--- config.mk ---
export PLATFORM = sky130hd
export DESIGN_NAME = base32_stream_encoder_top
export DESIGN_NICKNAME = d
export VERILOG_FILES = /design/src/rtl/b32enc_pkg.sv /design/src/rtl/b32enc_front.sv /design/src/rtl/b32enc_queue.sv /design/src/rtl/b32enc_back.sv /design/src/rtl/base32_stream_encoder_top.sv
export SDC_FILE = /design/constraint.sdc
export NUM_CORES = 1
export LEC_CHECK = 0
export BUFFER_PORTS_ARGS = -buffer_cell sky130_fd_sc_hd__buf_2
export CORE_ASPECT_RATIO = 0.6
export CORE_MARGIN = 10
export CORE_UTILIZATION = 56
export CTS_CLUSTER_SIZE = 24
export DETAILED_ROUTE_END_ITERATION = 12
export PLACE_DENSITY = 0.82
export SLEW_MARGIN = 20
export SYNTH_ARGS = -nofsm -noshare
export SYNTH_HDL_FRONTEND = slang
export SYNTH_SLANG_ARGS = --single-unit
--- constraint.sdc ---
create_clock -name i_clk -period 3.51 [get_ports i_clk]
set_clock_uncertainty 0.15 [all_clocks]
set_input_delay 0.702 -clock i_clk [delete_from_list [all_inputs] [get_ports i_clk]]
set_output_delay 0.702 -clock i_clk [all_outputs]
set_load 0.005 [all_outputs]
--- src/rtl/b32enc_pkg.sv ---
// Shared types, constants and the alphabet lookup for the base32 stream encoder.
// No dependencies; every other file of the block imports this package.
package b32enc_pkg;

    localparam int unsigned B32_GROUP_IN    = 5;
    localparam int unsigned B32_GROUP_OUT   = 8;
    localparam int unsigned B32_WORD_W      = 8 * B32_GROUP_IN;
    localparam int unsigned B32_QUEUE_DEPTH = 2;

    localparam logic [7:0] B32_PAD_CHAR = 8'h3D;
    localparam logic [7:0] B32_CHAR_A   = 8'h41;
    localparam logic [7:0] B32_CHAR_2   = 8'h32;
    localparam logic [4:0] B32_LETTERS  = 5'd26;

    // One finished group, handed from the front to the back.
    typedef struct packed {
        logic [B32_WORD_W-1:0] word;  // left-aligned, zero-padded group
        logic [3:0]            sig;   // significant characters, 2..8
        logic                  last;  // group closes the message
    } t_group;

    // Queue status seen by the front.
    typedef struct packed {
        logic full;
    } t_q_status;

    function automatic logic [7:0] b32_char(input logic [4:0] idx);
        logic [7:0] ch;
        if (idx < B32_LETTERS) begin
            ch = B32_CHAR_A + {3'b000, idx};
        end else begin
            ch = B32_CHAR_2 + {3'b000, idx - B32_LETTERS};
        end
        return ch;
    endfunction

    // ceil(8n/5) for a group of n bytes; held is n-1.
    function automatic logic [3:0] b32_sig_chars(input logic [2:0] held);
        logic [3:0] s;
        unique case (held)
            3'd0:    s = 4'd2;
            3'd1:    s = 4'd4;
            3'd2:    s = 4'd5;
            3'd3:    s = 4'd7;
            default: s = 4'd8;
        endcase
        return s;
    endfunction

endpackage

--- src/rtl/b32enc_front.sv ---
// Front end: accepts input bytes, gathers them into groups of up to five and
// pushes each finished group into the queue. Depends on b32enc_pkg.
module b32enc_front
    import b32enc_pkg::*;
(
    input  logic      i_clk,
    input  logic      i_rst_n,
    input  logic      i_valid,
    output logic      o_ready,
    input  logic [7:0] i_byte,
    input  logic      i_last,
    input  t_q_status i_q_status,
    output logic      o_push,
    output t_group    o_group
);

    logic [31:0] r_bytes, n_bytes;
    logic [2:0]  r_count, n_count;
    logic [2:0]  w_held;
    logic        w_accept;
    logic        w_flush;

    assign o_ready  = !i_q_status.full;
    assign w_accept = i_valid && o_ready;
    assign w_held   = (r_count > 3'd4) ? 3'd4 : r_count;
    assign w_flush  = i_last || (w_held == 3'd4);
    assign o_push   = w_accept && w_flush;

    // Left-align the held bytes plus the new one in a 40-bit word.
    always_comb begin
        unique case (w_held)
            3'd0:    o_group.word = {i_byte, 32'd0};
            3'd1:    o_group.word = {r_bytes[7:0], i_byte, 24'd0};
            3'd2:    o_group.word = {r_bytes[15:0], i_byte, 16'd0};
            3'd3:    o_group.word = {r_bytes[23:0], i_byte, 8'd0};
            default: o_group.word = {r_bytes, i_byte};
        endcase
        o_group.sig  = b32_sig_chars(w_held);
        o_group.last = i_last;
    end

    always_comb begin
        n_bytes = r_bytes;
        n_count = r_count;
        if (w_accept) begin
            if (w_flush) begin
                n_bytes = '0;
                n_count = '0;
            end else begin
                n_bytes = {r_bytes[23:0], i_byte};
                n_count = w_held + 3'd1;
            end
        end
    end

    always_ff @(posedge i_clk) begin
        if (!i_rst_n) begin
            r_bytes <= '0;
            r_count <= '0;
        end else begin
            r_bytes <= n_bytes;
            r_count <= n_count;
        end
    end

endmodule

--- src/rtl/b32enc_queue.sv ---
// Short register queue of finished groups between the front and the back.
// Depends on b32enc_pkg for the group type.
module b32enc_queue
    import b32enc_pkg::*;
#(
    parameter int unsigned DEPTH = B32_QUEUE_DEPTH
) (
    input  logic      i_clk,
    input  logic      i_rst_n,
    input  logic      i_push,
    input  t_group    i_group,
    output t_q_status o_status,
    input  logic      i_pop,
    output logic      o_valid,
    output t_group    o_group
);

    localparam int unsigned PTR_W = (DEPTH > 1) ? $clog2(DEPTH) : 1;
    localparam int unsigned CNT_W = $clog2(DEPTH + 1);

    t_group           r_mem [DEPTH];
    logic [PTR_W-1:0] r_wr_ptr, r_rd_ptr;
    logic [CNT_W-1:0] r_count;
    logic             w_push, w_pop;

    assign o_status.full = (r_count == CNT_W'(DEPTH));
    assign o_valid       = (r_count != '0);
    assign o_group       = r_mem[r_rd_ptr];
    assign w_push        = i_push && !o_status.full;
    assign w_pop         = i_pop && o_valid;

    function automatic logic [PTR_W-1:0] wrap_inc(input logic [PTR_W-1:0] p);
        logic [PTR_W-1:0] q;
        if (p == PTR_W'(DEPTH - 1)) begin
            q = '0;
        end else begin
            q = p + 1'b1;
        end
        return q;
    endfunction

    always_ff @(posedge i_clk) begin
        if (w_push) begin
            r_mem[r_wr_ptr] <= i_group;
        end
    end

    always_ff @(posedge i_clk) begin
        if (!i_rst_n) begin
            r_wr_ptr <= '0;
            r_rd_ptr <= '0;
            r_count  <= '0;
        end else begin
            if (w_push) begin
                r_wr_ptr <= wrap_inc(r_wr_ptr);
            end
            if (w_pop) begin
                r_rd_ptr <= wrap_inc(r_rd_ptr);
            end
            if (w_push && !w_pop) begin
                r_count <= r_count + 1'b1;
            end else if (w_pop && !w_push) begin
                r_count <= r_count - 1'b1;
            end
        end
    end

endmodule

--- src/rtl/b32enc_back.sv ---
// Back end: takes one group from the queue and sends its eight characters,
// one per cycle while the output is ready, through a registered output stage. Depends on b32enc_pkg.
module b32enc_back
    import b32enc_pkg::*;
(
    input  logic       i_clk,
    input  logic       i_rst_n,
    input  logic       i_q_valid,
    input  t_group     i_q_group,
    output logic       o_pop,
    output logic       o_valid,
    input  logic       i_ready,
    output logic [7:0] o_char,
    output logic       o_group_end,
    output logic       o_message_end
);

    logic [B32_WORD_W-1:0] r_word;
    logic [3:0]            r_sig;
    logic                  r_last;
    logic [2:0]            r_idx;
    logic                  r_busy;
    logic                  r_out_valid;
    logic [7:0]            r_out_char;
    logic                  r_out_grp_end;
    logic                  r_out_msg_end;

    logic                  w_load;
    logic                  w_final;
    logic [7:0]            w_char;

    assign w_load  = r_busy && (!r_out_valid || i_ready);
    assign w_final = (r_idx == 3'(B32_GROUP_OUT - 1));
    assign o_pop   = i_q_valid && (!r_busy || (w_load && w_final));
    assign w_char  = ({1'b0, r_idx} >= r_sig) ? B32_PAD_CHAR
                                              : b32_char(r_word[B32_WORD_W-1 -: 5]);

    assign o_valid       = r_out_valid;
    assign o_char        = r_out_char;
    assign o_group_end   = r_out_grp_end;
    assign o_message_end = r_out_msg_end;

    always_ff @(posedge i_clk) begin
        if (o_pop) begin
            r_word <= i_q_group.word;
            r_sig  <= i_q_group.sig;
            r_last <= i_q_group.last;
        end else if (w_load) begin
            r_word <= r_word << 5;
        end
        if (w_load) begin
            r_out_char    <= w_char;
            r_out_grp_end <= w_final;
            r_out_msg_end <= w_final && r_last;
        end
    end

    always_ff @(posedge i_clk) begin
        if (!i_rst_n) begin
            r_idx       <= '0;
            r_busy      <= 1'b0;
            r_out_valid <= 1'b0;
        end else begin
            if (o_pop) begin
                r_idx  <= '0;
                r_busy <= 1'b1;
            end else if (w_load) begin
                r_idx <= r_idx + 1'b1;
                if (w_final) begin
                    r_busy <= 1'b0;
                end
            end
            // Hold the character until the transfer completes.
            if (w_load) begin
                r_out_valid <= 1'b1;
            end else if (i_ready) begin
                r_out_valid <= 1'b0;
            end
        end
    end

endmodule

--- src/rtl/base32_stream_encoder_top.sv ---
// Channel    | Dir | Signals                          | Payload
// -----------+-----+----------------------------------+------------------------------------
// byte in    | in  | i_s_tvalid/o_s_tready            | tdata[7:0] data_byte, tlast last_byte
// char out   | out | o_m_tvalid/i_m_tready            | tdata[7:0] out_char, tuser[0]
//            |     |                                  | group_end, tlast message_end
//
// A byte is taken every cycle while the group queue has room; a full or flushed
// group yields eight characters at one per cycle while the output is ready, set by
// the single character lane of the back end. The first character of a group passes
// the queue, the back-end group register and the output register in that order.
// Reset is synchronous, active low; output stalls back up through the queue only.
// Top level of the base32 stream encoder; depends on b32enc_pkg and its submodules.
module base32_stream_encoder_top
    import b32enc_pkg::*;
#(
    parameter int unsigned QUEUE_DEPTH = B32_QUEUE_DEPTH
) (
    input  logic       i_clk,
    input  logic       i_rst_n,
    input  logic       i_s_tvalid,
    output logic       o_s_tready,
    input  logic [7:0] i_s_tdata,   // [7:0] data_byte
    input  logic       i_s_tlast,
    output logic       o_m_tvalid,
    input  logic       i_m_tready,
    output logic [7:0] o_m_tdata,   // [7:0] out_char
    output logic [0:0] o_m_tuser,   // [0] group_end
    output logic       o_m_tlast
);

    t_q_status w_q_status;
    logic      w_push, w_pop, w_q_valid;
    t_group    w_push_group, w_q_group;

    b32enc_front u_front (
        .i_clk      (i_clk),
        .i_rst_n    (i_rst_n),
        .i_valid    (i_s_tvalid),
        .o_ready    (o_s_tready),
        .i_byte     (i_s_tdata),
        .i_last     (i_s_tlast),
        .i_q_status (w_q_status),
        .o_push     (w_push),
        .o_group    (w_push_group)
    );

    b32enc_queue #(
        .DEPTH (QUEUE_DEPTH)
    ) u_queue (
        .i_clk    (i_clk),
        .i_rst_n  (i_rst_n),
        .i_push   (w_push),
        .i_group  (w_push_group),
        .o_status (w_q_status),
        .i_pop    (w_pop),
        .o_valid  (w_q_valid),
        .o_group  (w_q_group)
    );

    b32enc_back u_back (
        .i_clk         (i_clk),
        .i_rst_n       (i_rst_n),
        .i_q_valid     (w_q_valid),
        .i_q_group     (w_q_group),
        .o_pop         (w_pop),
        .o_valid       (o_m_tvalid),
        .i_ready       (i_m_tready),
        .o_char        (o_m_tdata),
        .o_group_end   (o_m_tuser[0]),
        .o_message_end (o_m_tlast)
    );

endmodule

Word-level counts from Yosys, hierarchy flattened
Memory sizes are Yosys's and may differ from the RTL's. A register that Yosys moved wholly into a read port is not among the register bits.
Index checks and enable logic that the tools add are counted.
- add/sub/neg operators: 9
- magnitude comparators: 3
- equal/unequal tests: 6
- mux-type cells: 21
- bitwise gates (word level): 1
- reductions and logical operators: 26
- operators by type and width (kind ; count):
    $pmux W40 S4 ; 1
    $mux W40 ; 2
    $mux W32 ; 1
    $pmux W4 S4 ; 1
    $mux W1 ; 11
    $logic_and A1 B1 Y1 ; 10
    $reduce_bool A2 Y1 ; 5
    $add A7 B5 Y8 const A ; 1
    $mux W8 ; 1
    $add A6 B5 Y7 const A ; 1
    $add A3 B1 Y3 const B ; 2
    $eq A3 B2 Y1 const B ; 2
    $eq A3 B3 Y1 const B ; 2
    $mux W3 ; 2
    $logic_not A1 Y1 ; 5
    $lt A5 B5 Y1 const B ; 1
    $sub A5 B5 Y5 const B ; 1
    $ge A3 B4 Y1 ; 1
    $mux W2 ; 2
    $eq A3 B1 Y1 const B ; 1
    $gt A3 B3 Y1 const B ; 1
    $logic_not A3 Y1 ; 1
    $logic_or A1 B1 Y1 ; 3
    $add A1 B1 Y1 const B ; 2
    other kinds (6) ; 6
- register bits: 99
- memory bits (writable): 90
- input port bits: 13
- logic and storage cells: 81
- memories: 1
- memory list (name ; depth ; bits a word ; read ports ; clocked after memory_dff ; wr ports ; line ; RTL):
    u_queue.r_mem ; 2 ; 45 ; 1 ; 1 ; 1 ; b32enc_queue.sv:21 ; t_group r_mem [DEPTH];

Longest topological paths before layout
- depth after elaboration: 10
- depth in mapped cells: 12
- depth with buffers taken out: 9

Modules after synthesis
A second synthesis with hierarchy kept.
- cell total of the unflattened synthesis: 583
- area, all modules: 8375.5 um2
- modules (own cells, without submodules) (module ; times used ; cells an instance ; area each (um2) ; sequential area each (um2)):
    b32enc_queue ; 1 ; 165 ; 3480.8 ; 2802.7
    b32enc_back ; 1 ; 168 ; 2782.7 ; 1721.7
    b32enc_front ; 1 ; 250 ; 2112.0 ; 700.7

Worst setup path after synthesis
OpenSTA, ideal clock, no wires.
- kind: reg2reg
- start point: register u_front.r_count[2]
- end point: memory u_queue.r_mem[1][0] in the netlist's numbering (enable)
- library setup time: 0.407 ns
- data arrival time: 2.750 ns
- data required time: 2.953 ns
- slack: 0.203 ns
- stages on the path, launching flop included: 10
- buffers on the path: 3
- clock period less this slack: 3.307 ns
- path through: dfxtp_1 buf_2 clkinv_1 buf_2 nand2_1 ha_1 buf_6 a21oi_4 and3b_2 and2_1
- cells in the longest elaborated chain, start to end: 8
- ends and longest elaborated chain (what ; line ; RTL):
    start: declaration ; b32enc_front.sv:18 ; logic [2:0] r_count, n_count;
    start signal: assignment ; b32enc_front.sv:62 ; r_count <= n_count;
    $gt A3 B3 Y1 ; b32enc_front.sv:25 ; assign w_held = (r_count > 3'd4) ? 3'd4 : r_count;
    $mux W3 * ; b32enc_front.sv:25 ;
    $eq A3 B3 Y1 * ; b32enc_front.sv:26 ; assign w_flush = i_last || (w_held == 3'd4);
    $logic_or A1 B1 Y1 * ; b32enc_front.sv:26 ;
    $logic_and A1 B1 Y1 * ; b32enc_front.sv:27 ; assign o_push = w_accept && w_flush;
    $logic_and A1 B1 Y1 * ; b32enc_queue.sv:29 ; assign w_push = i_push && !o_status.full;
    named net u_queue.w_push ; b32enc_queue.sv:24 ; logic w_push, w_pop;
    $mux W1 * ; b32enc_queue.sv:43 ; if (w_push) begin
    $mux W1 (not written as such) * ; b32enc_queue.sv:44 ; r_mem[r_wr_ptr] <= i_group;
    end: declaration ; b32enc_queue.sv:21 ;
Mark *: on every way through the listed nets, which the timed path passes. The rest lies on a longest branch.

Worst setup path after layout
- start point: register u_front.r_count[2]
- end point: memory u_queue.r_mem[1][21] in the netlist's numbering (enable)
Same word-level chain as after synthesis.

==> results.yml <==
die:
  die_w_um: 177
  die_h_um: 114
  io_pins: 25
  die-area_sq_mm: 0.0202
  start_util: 0.571
  core_sq_mm: 0.0145
  row_count: 34
critical_path:
  critPathBufInv: 3
  crit_path_top_delay_cell: "buf_4"
  r2r-start: "u_front.r_count[2]"
  critPathMostFrequentCell: "buf_4"
  critPathCaptureType: "flop"
  r2r_cells: 8
  crit_chain: "clkinv_1 > nand2_1 > ha_1 > buf_4 > a21oi_4 > and3b_2 > and2_2 > buf_4"
  worstPathArrival_ps: 2570
  reg2reg_setup_slack_ps: 850
  worstSetupStartpointType: "flop"
  crit_fanout: 40
  critical_path_class: "flop to flop"
  reg2reg_to: "u_queue.r_mem[1][21]"
  crit_required_ps: 3420
  path_delay_family: "buffers and inverters"
  max_stage_delay_ps: 480
power:
  p_comb_frac: 0.277
  peakVddDrop_mv: 0.465
  switchingPower_uw: 2350
  p_leak_uw: 0.00314
  intPower_uw: 4880
  p_seq_frac: 0.453
  p_per_area_mw_per_mm2: 798
  finalPower_uw: 7230
  clkPwrFrac: 0.269
  sw_frac_of_total: 0.325
placement:
  dp_hpwl_mm: 11.1
  finalWeightedCongestion: 0.815
  port_buffers: 23
finish:
  area_delta_synth_final_pct: 9.40
  final_common_cell: "edfxtp_1"
  final_layout_size_suffix_gt1_frac: 0.174
  nets: 660
  diodes: 0
  mostFrequentLayoutCells: "144 x edfxtp_1, 55 x a22oi_1, 47 x o21ai_0"
clocking:
  post_cts_resized: 0
  cts-buffers-inserted: 17
  h-tree-depth: 4
  cts_num_sinks: 189
  clk_latency_ps: 430
  cts-root-buf: "clkbuf_16"
  cts_hold_buf: 0
  clockBufferDepth: 2
  cts.clk_slew.worst_paths_ps: 80
  cts_tree: "yes"
  cts_setup_buffers: 0
synthesis:
  netlist_area_sq_mm: 0.00828
  seq_area_frac_synth: 0.631
  syn_inst: 623
  synth.avg_cell_area_sq_um: 13.3
  ys_warn_count: 0
  synth_seq_cells: 189
  syn-num-nets: 651
  synth_cell_types: 50
  synth-main-ff-cell: "edfxtp_1"
  postSynth.asyncResetShare: 0
  synth_edf_count: 144
sta:
  hold_violations: 0
  timing.final.crit_period_ps: 2660
  finalSetupViolCount: 0
  grt_setup_unrepaired: "no"
  fmax_mhz: 375
  fin_crit_sh: 0.759
  slew_viol_final: 0
  worstMarginPinSlew_ps: 875
  slew_headroom: 0.417
  fin_tns_setup_ps: 0
route:
  drtIter0Drc: 619
  dr.pass1.iters: 8
  drc_errors: 0
  drtAntennaViolNets: 0
  routed_wl_mm: 17.1
  routed_via_density: 6.11
  wl_per_cell_um: 20.3
  num_vias: 5153
grt:
  grt_overflow: 0
  grt_max_degree: 47
  grtUsageTotal: 0.173
  antenna_found_initial: 1
  grt_first_pass_wirelength_mm: 27.1
  grt_pass1_vias: 4911
worst_hold_path:
  hp-start: "u_queue.r_rd_ptr"
  holdPathEnd: "u_queue.r_rd_ptr"
  holdPathStages: 2
  hold_path_class: "flop to flop"
run_status:
  status: "finished, final reports clean"
run:
  max_cap_violations: 0
## cells in the mapped netlist (all sizes together) (2+ instances only)
| library cell | instances | area share |
|---|---|---|
| mux2i | 42 | 0.051 |
| xor2 | 4 | 0.0042 |
| nand3 | 10 | 0.0060 |
| and3 | 4 | 0.0030 |
| ha | 15 | 0.023 |
| mux2 | 7 | 0.0095 |
| inv | 14 | 0.0063 |
| edfxtp | 144 | 0.52 |
| a22o | 8 | 0.0085 |
| o21a | 9 | 0.0082 |
| and2 | 13 | 0.0098 |
| nor2b | 38 | 0.029 |
| dfxtp | 45 | 0.11 |
| nand2b | 4 | 0.0048 |
| or2 | 2 | 0.0015 |
| clkbuf | 19 | 0.0086 |
| nor2 | 20 | 0.0094 |
| nand2 | 21 | 0.0098 |
| o21ai | 83 | 0.059 |
| a21boi | 2 | 0.0018 |
| a21oi | 11 | 0.0094 |
| a22oi | 59 | 0.056 |
| xnor2 | 4 | 0.0042 |
| buf | 26 | 0.026 |
| a222oi | 8 | 0.0097 |
## cell families after synthesis
kind of cell    after synthesis  synth area share
flops                       189             0.631
compound gates              185             0.158
simple gates                116            0.0778
buf+inv                      60            0.0418
mux                          49            0.0603
fa+ha+maj                    15            0.0227
xor+xnor                      8           0.00846
other cells                   1          0.000453
## power groups by stage
stage / combinational (uW) / clock (uW) / sequential (uW)
finish: 2010 / 1940 / 3280
global route: 2230 / 2050 / 3310
CTS: 1990 / 1960 / 3270
detailed placement: 1960 / 0 / 3310
global placement: 1880 / 0 / 3290
floorplan: 1560 / 0 / 3280
## final cells by class
cell class | count | area [sq um]
clock buffers | 17 | 425
clock inverters | 15 | 183
fillers | 1042 | 5450
inverters | 15 | 56.3
multi-input cells | 374 | 2720
flip-flops and latches | 189 | 5230
well taps | 198 | 248
repair buffers | 35 | 205
## how the worst max path moves through the flow
stage / cells past startpoint / slack (ps) / end / start
global placement: 5 / 750 / u_queue.r_count[1] / u_queue.r_count[1]
floorplan: 9 / 200 / u_queue.r_mem[1][0] / u_front.r_count[2]
CTS: 5 / 590 / u_queue.r_count[1] / u_queue.r_count[1]
global route: 8 / 670 / u_queue.r_mem[1][43] / u_front.r_count[2]
finish: 8 / 850 / u_queue.r_mem[1][21] / u_front.r_count[2]
detailed placement: 5 / 750 / u_queue.r_count[1] / u_queue.r_count[1]
## metal layers
metal,part of all wire,vias up,global-route usage
met4,0.0069,0,0.0407
li1,-,2369,-
met2,0.46,221,0.256
met1,0.45,2549,0.247
met5,0,-,0
met3,0.087,14,0.0484
## registers in the layout, summed over array words and instances (netlist names), 2 cells and up, named ones only
signal and flops:
u_queue.r_mem 90, u_front.r_count 3, u_back.r_sig 4, u_back.o_char 7
u_back.r_idx 3, u_back.r_word 40, u_queue.r_count 2, u_front.r_bytes 32
## worst register-to-register path: stages, from the launching register on
cell and delay (ps):
dfxtp_1 340, clkinv_1 130, nand2_1 170, ha_1 160, buf_4 220, a21oi_4 100, and3b_2 280, and2_2 230
buf_4 480
## stage by stage
stage | setup slack [ps] | util | hold slack (ps) | std cells | area (sq um)
CTS | 593 | 0.624 | 363 | 843 | 9060
global route | 668 | 0.625 | 370 | 843 | 9060
finish | 846 | 0.625 | 367 | 843 | 9060
floorplan | 203 | - | 302 | 623 | 8280
global placement | 750 | 0.582 | 302 | 811 | 8450
detailed placement | 748 | 0.582 | 347 | 811 | 8450
Power figures use the tool's default switching activity.
